**config.mk**
```make
export PLATFORM = sky130hd
export DESIGN_NAME = kruskal_mst_union_find
export DESIGN_NICKNAME = d
export VERILOG_FILES = /design/src/rtl/kmst_pkg.sv /design/src/rtl/kmst_edge_store.sv /design/src/rtl/kmst_parent_mem.sv /design/src/rtl/kruskal_mst_union_find.sv
export SDC_FILE = /design/constraint.sdc
export NUM_CORES = 2
export LEC_CHECK = 0
export BUFFER_PORTS_ARGS = -buffer_cell sky130_fd_sc_hd__buf_2
export CAP_MARGIN = 20
export CORE_UTILIZATION = 25
export DETAILED_ROUTE_END_ITERATION = 8
export PLACE_DENSITY = 0.36
export SLEW_MARGIN = 20
export SYNTH_ARGS = -nofsm -noshare
export SYNTH_HDL_FRONTEND = slang
export SYNTH_SLANG_ARGS = --single-unit
export TNS_END_PERCENT = 10
```
**constraint.sdc**
```tcl
create_clock -name clk_i -period 8.72 [get_ports clk_i]
set_input_delay 1.744 -clock clk_i [delete_from_list [all_inputs] [get_ports clk_i]]
set_output_delay 1.744 -clock clk_i [all_outputs]
set_load 0.02 [all_outputs]
```
**src/rtl/kmst_pkg.sv**
```systemverilog
// Package for the Kruskal spanning-forest block: field widths, limits and
// parameter defaults. No dependencies.
`default_nettype none
package kmst_pkg;
  localparam int unsigned NODE_W       = 6;
  localparam int unsigned WEIGHT_IN_W  = 16;
  localparam int unsigned RESULT_LIMIT = 63;
  localparam int unsigned NODES_DEF    = 64;
  localparam int unsigned EDGES_DEF    = 128;
  localparam int unsigned WBITS_DEF    = 16;
endpackage
`default_nettype wire

```
**src/rtl/kmst_edge_store.sv**
```systemverilog
// Edge store: one write port, one registered read port.
// Depends on kmst_pkg.
`default_nettype none
module kmst_edge_store #(
  parameter int unsigned EDGES       = 128,
  parameter int unsigned WEIGHT_BITS = 16
) (
  input  wire logic                          clk_i,
  input  wire logic                          we_i,
  input  wire logic [$clog2(EDGES)-1:0]      waddr_i,
  input  wire logic [kmst_pkg::NODE_W-1:0]   wfirst_i,
  input  wire logic [kmst_pkg::NODE_W-1:0]   wsecond_i,
  input  wire logic [WEIGHT_BITS-1:0]        wweight_i,
  input  wire logic [$clog2(EDGES)-1:0]      raddr_i,
  output logic      [kmst_pkg::NODE_W-1:0]   rfirst_o,
  output logic      [kmst_pkg::NODE_W-1:0]   rsecond_o,
  output logic      [WEIGHT_BITS-1:0]        rweight_o
);
  import kmst_pkg::*;

  localparam int unsigned EW = 2 * NODE_W + WEIGHT_BITS;

  logic [EW-1:0] mem [EDGES];
  logic [EW-1:0] rd_q;

  always_ff @(posedge clk_i) begin
    if (we_i) begin
      mem[waddr_i] <= {wfirst_i, wsecond_i, wweight_i};
    end
    rd_q <= mem[raddr_i];
  end

  assign rfirst_o  = rd_q[EW-1 -: NODE_W];
  assign rsecond_o = rd_q[WEIGHT_BITS +: NODE_W];
  assign rweight_o = rd_q[WEIGHT_BITS-1:0];
endmodule
`default_nettype wire

```
**src/rtl/kmst_parent_mem.sv**
```systemverilog
// Union-find parent table: memory with per-entry valid bits so that an
// unwritten entry reads as its own index. Depends on kmst_pkg.
`default_nettype none
module kmst_parent_mem #(
  parameter int unsigned NODES = 64
) (
  input  wire logic                      clk_i,
  input  wire logic                      rst_ni,
  input  wire logic                      clear_i,
  input  wire logic                      we_i,
  input  wire logic [$clog2(NODES)-1:0]  waddr_i,
  input  wire logic [$clog2(NODES)-1:0]  wdata_i,
  input  wire logic [$clog2(NODES)-1:0]  raddr_i,
  output logic      [$clog2(NODES)-1:0]  rdata_o
);
  import kmst_pkg::*;

  localparam int unsigned NW = $clog2(NODES);

  logic [NW-1:0]    mem [NODES];
  logic [NODES-1:0] valid_q;
  logic [NW-1:0]    rd_q;
  logic [NW-1:0]    raddr_q;
  logic             rvalid_q;

  always_ff @(posedge clk_i or negedge rst_ni) begin
    if (!rst_ni) begin
      valid_q  <= '0;
      rvalid_q <= 1'b0;
    end else begin
      if (clear_i) begin
        valid_q <= '0;
      end else if (we_i) begin
        valid_q[waddr_i] <= 1'b1;
      end
      rvalid_q <= valid_q[raddr_i];
    end
  end

  always_ff @(posedge clk_i) begin
    if (we_i) begin
      mem[waddr_i] <= wdata_i;
    end
    rd_q    <= mem[raddr_i];
    raddr_q <= raddr_i;
  end

  assign rdata_o = rvalid_q ? rd_q : raddr_q;
endmodule
`default_nettype wire

```
**src/rtl/kruskal_mst_union_find.sv**
```systemverilog
// Kruskal spanning-forest block: sequencer, edge selection and union-find.
// Depends on kmst_pkg, kmst_edge_store, kmst_parent_mem.
//
// Usage: edges enter on the input channel (valid/stall), one per cycle while
// loading. Each is stored; once EDGES are held, further edges are dropped and
// the overflow flag of the run is set. The edge with last_edge set closes
// the set and starts the run; in_stall_o stays high until the run is over.
// The run selects edges in ascending weight (ties in load order) by a full
// scan of the store per edge (states SCAN_RD and SCAN_CMP per stored edge),
// followed by the union-find walks (FIND_RD and FIND_CHK per parent step).
// Each spanning edge is a result on the output channel; the final one
// carries last_result, or a single empty result is given when no edge
// joins two trees. Results are held in an output register: while the
// receiver stalls the sequencer waits before the next result.
// After reset the store is empty and the parent table is identity; no
// clearing pass is needed.
`default_nettype none
module kruskal_mst_union_find #(
  parameter int unsigned NODES       = kmst_pkg::NODES_DEF,
  parameter int unsigned EDGES       = kmst_pkg::EDGES_DEF,
  parameter int unsigned WEIGHT_BITS = kmst_pkg::WBITS_DEF
) (
  input  wire logic                               clk_i,
  input  wire logic                               rst_ni,
  input  wire logic                               in_valid_i,
  output logic                                    in_stall_o,
  input  wire logic [kmst_pkg::NODE_W-1:0]        node_first_i,
  input  wire logic [kmst_pkg::NODE_W-1:0]        node_second_i,
  input  wire logic [kmst_pkg::WEIGHT_IN_W-1:0]   edge_weight_i,
  input  wire logic                               last_edge_i,
  output logic                                    out_valid_o,
  input  wire logic                               out_stall_i,
  output logic      [kmst_pkg::NODE_W-1:0]        tree_first_o,
  output logic      [kmst_pkg::NODE_W-1:0]        tree_second_o,
  output logic      [kmst_pkg::WEIGHT_IN_W-1:0]   tree_weight_o,
  output logic                                    edge_found_o,
  output logic                                    last_result_o,
  output logic                                    overflow_o
);
  import kmst_pkg::*;

  localparam int unsigned NW = $clog2(NODES);
  localparam int unsigned IW = $clog2(EDGES);
  localparam int unsigned CW = $clog2(EDGES + 1);
  localparam int unsigned RW = $clog2(RESULT_LIMIT + 1);

  typedef enum logic [3:0] {
    ST_LOAD, ST_SCAN_RD, ST_SCAN_CMP, ST_FIND_RD, ST_FIND_CHK,
    ST_COMP_RD, ST_COMP_CHK, ST_LINK, ST_FINISH
  } state_e;

  // reduce a node index modulo NODES by restoring subtraction
  function automatic logic [NODE_W-1:0] node_mod(input logic [NODE_W-1:0] v);
    logic [31:0] t;
    logic [31:0] sub;
    t = 32'(v);
    for (int k = NODE_W - 1; k >= 0; k--) begin
      sub = 32'(NODES) << k;
      if (t >= sub) t = t - sub;
    end
    return t[NODE_W-1:0];
  endfunction

  state_e                 state_q, state_d;
  logic [CW-1:0]          count_q, count_d;
  logic                   ovf_q, ovf_d;
  logic [CW-1:0]          j_q, j_d;
  logic                   best_v_q, best_v_d;
  logic [IW-1:0]          best_i_q, best_i_d;
  logic [NODE_W-1:0]      best_f_q, best_f_d, best_s_q, best_s_d;
  logic [WEIGHT_BITS-1:0] best_w_q, best_w_d;
  logic                   prev_v_q, prev_v_d;
  logic [IW-1:0]          prev_i_q, prev_i_d;
  logic [WEIGHT_BITS-1:0] prev_w_q, prev_w_d;
  logic                   which_q, which_d;
  logic [NW-1:0]          r_q, r_d, cur_q, cur_d, ra_q, ra_d;
  logic                   pend_v_q, pend_v_d;
  logic [NODE_W-1:0]      pend_f_q, pend_f_d, pend_s_q, pend_s_d;
  logic [WEIGHT_BITS-1:0] pend_w_q, pend_w_d;
  logic [RW-1:0]          rcnt_q, rcnt_d;
  logic                   ov_q, ov_d;
  logic [NODE_W-1:0]      of_q, of_d, os_q, os_d;
  logic [WEIGHT_IN_W-1:0] ow_q, ow_d;
  logic                   ofound_q, ofound_d, olast_q, olast_d, oovf_q, oovf_d;

  logic                   st_we;
  logic [IW-1:0]          st_raddr;
  logic [NODE_W-1:0]      st_f, st_s;
  logic [WEIGHT_BITS-1:0] st_w;
  logic                   pm_clear, pm_we;
  logic [NW-1:0]          pm_waddr, pm_wdata, pm_raddr, pm_rdata;
  logic                   in_acc, out_busy, cand;

  assign in_acc   = in_valid_i && (state_q == ST_LOAD);
  assign out_busy = ov_q && out_stall_i;
  assign st_we    = in_acc && (count_q < CW'(EDGES));

  kmst_edge_store #(.EDGES(EDGES), .WEIGHT_BITS(WEIGHT_BITS)) u_store (
    .clk_i     (clk_i),
    .we_i      (st_we),
    .waddr_i   (count_q[IW-1:0]),
    .wfirst_i  (node_mod(node_first_i)),
    .wsecond_i (node_mod(node_second_i)),
    .wweight_i (WEIGHT_BITS'(edge_weight_i)),
    .raddr_i   (st_raddr),
    .rfirst_o  (st_f),
    .rsecond_o (st_s),
    .rweight_o (st_w)
  );

  kmst_parent_mem #(.NODES(NODES)) u_parent (
    .clk_i   (clk_i),
    .rst_ni  (rst_ni),
    .clear_i (pm_clear),
    .we_i    (pm_we),
    .waddr_i (pm_waddr),
    .wdata_i (pm_wdata),
    .raddr_i (pm_raddr),
    .rdata_o (pm_rdata)
  );

  assign st_raddr = j_q[IW-1:0];
  assign pm_clear = in_acc && last_edge_i;
  assign pm_raddr = (state_q == ST_COMP_RD) ? cur_q : r_q;
  assign pm_we    = ((state_q == ST_COMP_CHK) && (pm_rdata != r_q)) || (state_q == ST_LINK);
  assign pm_waddr = (state_q == ST_LINK) ? ra_q : cur_q;
  assign pm_wdata = r_q;

  // edge comes after the previous pick in (weight, load order) and beats best
  assign cand = (!prev_v_q || (st_w > prev_w_q) ||
                 ((st_w == prev_w_q) && (j_q[IW-1:0] > prev_i_q))) &&
                (!best_v_q || (st_w < best_w_q));

  always_comb begin
    state_d  = state_q;  count_d  = count_q;  ovf_d    = ovf_q;
    j_d      = j_q;      best_v_d = best_v_q; best_i_d = best_i_q;
    best_f_d = best_f_q; best_s_d = best_s_q; best_w_d = best_w_q;
    prev_v_d = prev_v_q; prev_i_d = prev_i_q; prev_w_d = prev_w_q;
    which_d  = which_q;  r_d      = r_q;      cur_d    = cur_q;
    ra_d     = ra_q;     pend_v_d = pend_v_q; pend_f_d = pend_f_q;
    pend_s_d = pend_s_q; pend_w_d = pend_w_q; rcnt_d   = rcnt_q;
    ov_d     = ov_q && out_stall_i;
    of_d     = of_q;     os_d     = os_q;     ow_d     = ow_q;
    ofound_d = ofound_q; olast_d  = olast_q;  oovf_d   = oovf_q;

    case (state_q)
      ST_LOAD: begin
        if (in_acc) begin
          if (st_we) count_d = count_q + 1'b1;
          else       ovf_d   = 1'b1;
          if (last_edge_i) begin
            j_d = '0; best_v_d = 1'b0; prev_v_d = 1'b0;
            pend_v_d = 1'b0; rcnt_d = '0;
            state_d = ST_SCAN_RD;
          end
        end
      end
      ST_SCAN_RD: begin
        if (j_q == count_q) begin
          if (!best_v_q) begin
            state_d = ST_FINISH;
          end else begin
            prev_v_d = 1'b1; prev_i_d = best_i_q; prev_w_d = best_w_q;
            which_d = 1'b0; r_d = NW'(best_f_q);
            state_d = ST_FIND_RD;
          end
        end else begin
          state_d = ST_SCAN_CMP;
        end
      end
      ST_SCAN_CMP: begin
        if (cand) begin
          best_v_d = 1'b1; best_i_d = j_q[IW-1:0];
          best_f_d = st_f; best_s_d = st_s; best_w_d = st_w;
        end
        j_d = j_q + 1'b1;
        state_d = ST_SCAN_RD;
      end
      ST_FIND_RD: state_d = ST_FIND_CHK;
      ST_FIND_CHK: begin
        if (pm_rdata == r_q) begin
          cur_d = which_q ? NW'(best_s_q) : NW'(best_f_q);
          state_d = ST_COMP_RD;
        end else begin
          r_d = pm_rdata;
          state_d = ST_FIND_RD;
        end
      end
      ST_COMP_RD: state_d = ST_COMP_CHK;
      ST_COMP_CHK: begin
        if (pm_rdata == r_q) begin
          if (!which_q) begin
            ra_d = r_q; which_d = 1'b1; r_d = NW'(best_s_q);
            state_d = ST_FIND_RD;
          end else if (ra_q != r_q) begin
            state_d = ST_LINK;
          end else begin
            j_d = '0; best_v_d = 1'b0;
            state_d = ST_SCAN_RD;
          end
        end else begin
          // point this node straight at the root, then follow the old link
          cur_d = pm_rdata;
          state_d = ST_COMP_RD;
        end
      end
      ST_LINK: begin
        if (rcnt_q < RW'(RESULT_LIMIT)) begin
          if (!(pend_v_q && out_busy)) begin
            if (pend_v_q) begin
              ov_d = 1'b1; of_d = pend_f_q; os_d = pend_s_q;
              ow_d = WEIGHT_IN_W'(pend_w_q);
              ofound_d = 1'b1; olast_d = 1'b0; oovf_d = ovf_q;
            end
            pend_v_d = 1'b1; pend_f_d = best_f_q; pend_s_d = best_s_q;
            pend_w_d = best_w_q; rcnt_d = rcnt_q + 1'b1;
            j_d = '0; best_v_d = 1'b0;
            state_d = ST_SCAN_RD;
          end
        end else begin
          j_d = '0; best_v_d = 1'b0;
          state_d = ST_SCAN_RD;
        end
      end
      ST_FINISH: begin
        if (!out_busy) begin
          ov_d = 1'b1; olast_d = 1'b1; oovf_d = ovf_q;
          ofound_d = pend_v_q;
          of_d = pend_v_q ? pend_f_q : '0;
          os_d = pend_v_q ? pend_s_q : '0;
          ow_d = pend_v_q ? WEIGHT_IN_W'(pend_w_q) : '0;
          count_d = '0; ovf_d = 1'b0;
          state_d = ST_LOAD;
        end
      end
      default: state_d = ST_LOAD;
    endcase
  end

  always_ff @(posedge clk_i or negedge rst_ni) begin
    if (!rst_ni) begin
      state_q  <= ST_LOAD;
      count_q  <= '0;
      ovf_q    <= 1'b0;
      j_q      <= '0;
      best_v_q <= 1'b0;
      prev_v_q <= 1'b0;
      which_q  <= 1'b0;
      pend_v_q <= 1'b0;
      rcnt_q   <= '0;
      ov_q     <= 1'b0;
    end else begin
      state_q  <= state_d;
      count_q  <= count_d;
      ovf_q    <= ovf_d;
      j_q      <= j_d;
      best_v_q <= best_v_d;
      prev_v_q <= prev_v_d;
      which_q  <= which_d;
      pend_v_q <= pend_v_d;
      rcnt_q   <= rcnt_d;
      ov_q     <= ov_d;
    end
  end

  always_ff @(posedge clk_i) begin
    best_i_q <= best_i_d; best_f_q <= best_f_d; best_s_q <= best_s_d;
    best_w_q <= best_w_d; prev_i_q <= prev_i_d; prev_w_q <= prev_w_d;
    r_q      <= r_d;      cur_q    <= cur_d;    ra_q     <= ra_d;
    pend_f_q <= pend_f_d; pend_s_q <= pend_s_d; pend_w_q <= pend_w_d;
    of_q     <= of_d;     os_q     <= os_d;     ow_q     <= ow_d;
    ofound_q <= ofound_d; olast_q  <= olast_d;  oovf_q   <= oovf_d;
  end

  assign in_stall_o    = (state_q != ST_LOAD);
  assign out_valid_o   = ov_q;
  assign tree_first_o  = of_q;
  assign tree_second_o = os_q;
  assign tree_weight_o = ow_q;
  assign edge_found_o  = ofound_q;
  assign last_result_o = olast_q;
  assign overflow_o    = oovf_q;
endmodule
`default_nettype wire
```
==> results.md <==
* Crit start category: register
* Antenna violations before repair at 44
* Fmax at 197.5 MHz
* Overall Global Routing Usage at 14.79%
* Final setup violating endpoints at 0
* Reg2reg start: state_q[1]
* Worst Skew at 0.09568 ns
* Iteration-0 DRC Markers at approximately 6,500
* Number of cells produced by synthesis at around 7,300
* Commonest cells after routing, fill and taps aside: edfxtp_1, mux4_2, clkbuf_16, nand2_1, buf_4
* Post-cts resize count at 0
* Ys flop type: edfxtp_1
* Worst Setup SP: state_q[1]
* Hold wc startpoint: best_i_q[1]
* DR vias/cell at 4.514
* Register area share after synthesis at 77.68%
* Largest net degree at the start of global routing at about 120
* Max Cap Viol at 0
* Layout cell share with drive strength beyond 1 at 29.13%
* Net count after synthesis at 7,340
* Area of the die at 654,300 um^2
* Hold buffer count at cts at 0
* Worst skew pair latency at 1.03 ns
* Fin nets at 7,771
* Hold/Removal Path Class: reg -> reg
* Share of power burned in the clock network at 36.7%
* Power, Total at 52.88 mW
* Power density over the cells at 276.9 nW/um^2
* DR pass1 iterations at 8
* Pins Over Slew Limit at 0
* Relative slew slack at 24.57%
* Outcome: finished clean
* Synthesized area at 162,800 um^2
* Clock slew seen by the registers of the worst setup and hold paths at 0.06 ns
* Number of post-CTS setup repair buffers at 0
* GPL Wtd Cong at 0.7492
* Synth unique cells at 60
* Dpl hpwl at 285,600 um
* Pre-CTS setup slack at 3.072 ns
* Vias at 75,683
* DRC at 0
* Most common cell after layout, fill and taps aside: edfxtp_1
* CTS tree: done
* Final core occ at 29.42%
* Sw Share at 27.86%
* Worst Tran Pin Value at 1.100 ns
* Final Hold Viols at 0
* IO buf count at 65
* Synth Area per Inst at about 22 um^2
* Sequential group share of total power at 44.1%
* Ys async rst share at approximately 2.3%
* Critical Path Fanout Max at 26
* Crit path required time at 9.35 ns
* Unrepaired setup endpoints after global routing: false
* Total grt overflow at 0
* IO Pins at 66
* Die H at 808.9 um
* Crit Path Class: reg -> reg
* Comb power frac at 19.2%
* Post-synth EDFFs at 4,103
* NetSw at between 10 and 15 mW
* Max clock buf depth at 4
* First-pass GRT wire length at 681,100 um
* Starting density of the core at 25.07%
* Post-route clock period utilization at 58.08%
* Leakage at 57.70 nW
* Vias in the first global route at just over 80,000
* Total Neg Setup Slack at 0 ns
* Root buf cell: clkbuf_16
* CTS sink count at 4,240
* Die width at 808.9 um
* WL final at 494,500 um
* Synth warn at 0
* Crit path time final at 5.064 ns
* Num CTS Buffers at 472
* Final Worst Setup Slack at between 3 and 4 ns
* Core Footprint at 649,200 um^2
* WL/cell at 29.49 um
* CP Capture Type: register
* Synthesis-to-layout area growth at 17.34%
* Arr. time, crit path at 5.69 ns
* Maximum VDD drop at 203.8 uV
* Row Count at 296
* Pint at around 38 mW
* Number of synthesized register bits at 4,240
* CTS H-Tree Depth at 5
* Antenna viol nets, final at 0
flip-flops by register name, summed over array words and instances, names as in the netlist, 7 cells and up:
signal and count:
j_q 8, best_w_q 16, pend_w_q 16, u_store.rd_q 28, count_q 8, tree_weight_o 16, prev_w_q 16, u_store.mem 3584
u_parent.mem 384, prev_i_q 7, best_i_q 7, u_parent.valid_q 64
metrics by stage:
step | hold WS, ns | std cells | instance area (um^2)
global route | 0.4260 | 16747 | 190900
global placement | 0.4030 | 15851 | 175700
finish | 0.4175 | 16768 | 191000
floorplan | 0.3855 | 7266 | 162800
detailed placement | 0.4074 | 15864 | 175900
CTS | 0.4196 | 16743 | 190900
area by class of cell:
cell class              count  area, um^2
diodes                     24       60.06
clock buffers             620       12700
well taps                8642       10810
flip-flops and latches   4240      126500
inverters                  53       205.2
multi-input cells        2581       35530
clock inverters           259        2253
repair buffers            349        2978
fillers                 62981      458200
power by group through the flow:
stage               clock network [mW]  logic [mW]  registers (mW)
floorplan                            0        6.36            23.4
detailed placement                   0        10.6            23.8
global placement                     0        10.6            23.7
CTS                               20.0        10.6            23.3
global route                      20.7        10.9            23.4
finish                            19.4        10.2            23.3
worst max-delay path: stages (launching register included):
cell      delay (ns)
dfrtp_1         0.71
nor3_1          0.44
nand2b_1        0.20
nor3b_2         0.63
buf_4           0.30
nor2b_1         0.53
nand3_2         0.45
buf_4           0.48
nor2_4          0.44
buf_4           0.41
Yosys cell counts (13+ instances only):
cell,instances,area share [%]
nand4_1,34,0.13
nand2_1,419,0.97
a32o_1,14,0.086
nor2_1,250,0.58
buf_2,136,0.42
o21ai_1,31,0.095
nand3_1,107,0.33
a31oi_1,31,0.12
dfxtp_1,40,0.49
nor2b_1,39,0.15
a22oi_1,33,0.15
o21a_1,13,0.060
mux4_2,1188,16
mux2i_1,85,0.52
ha_1,41,0.32
clkbuf_1,221,0.51
inv_1,51,0.12
o21ai_0,95,0.29
edfxtp_1,4103,76
buf_1,27,0.062
xnor2_1,18,0.097
dfrtp_1,97,1.5
nand2b_1,17,0.065
a221oi_1,14,0.075
a21oi_1,28,0.086
metal layers:
layer  track usage [%]  wire [um]  vias to the layer above
li1                  -          -                    31467
met3             2.567      26410                      610
met2             25.08     243300                     1784
met4             3.179      10760                        2
met5                 0         13                        -
met1             19.89     214000                    41820
worst paths after layout:
check	endpoint	slack, ns	cells after the start
hold reg to reg	prev_i_q[1]	0.42	0
max in group asynchronous	u_parent.valid_q[39]	6.67	2
setup reg to reg	u_store.mem[46][9]	3.66	9
setup / recovery	u_store.mem[46][9]	3.66	9
min in group asynchronous	u_parent.valid_q[19]	0.75	1
hold / removal	prev_i_q[1]	0.42	0
kinds of logic after synthesis:
| kind of cell | share of synthesized area (%) |
|---|---|
| xor gates and xnor gates | 0.1507 |
| buffers and inverters | 1.152 |
| and+or+nand+nor | 2.476 |
| adders and majority gates | 0.3152 |
| AOI/OAI and AO/OA | 1.178 |
| DFF | 77.68 |
| muxes | 17.05 |
Note: power is estimated with default switching activity, not from simulation.
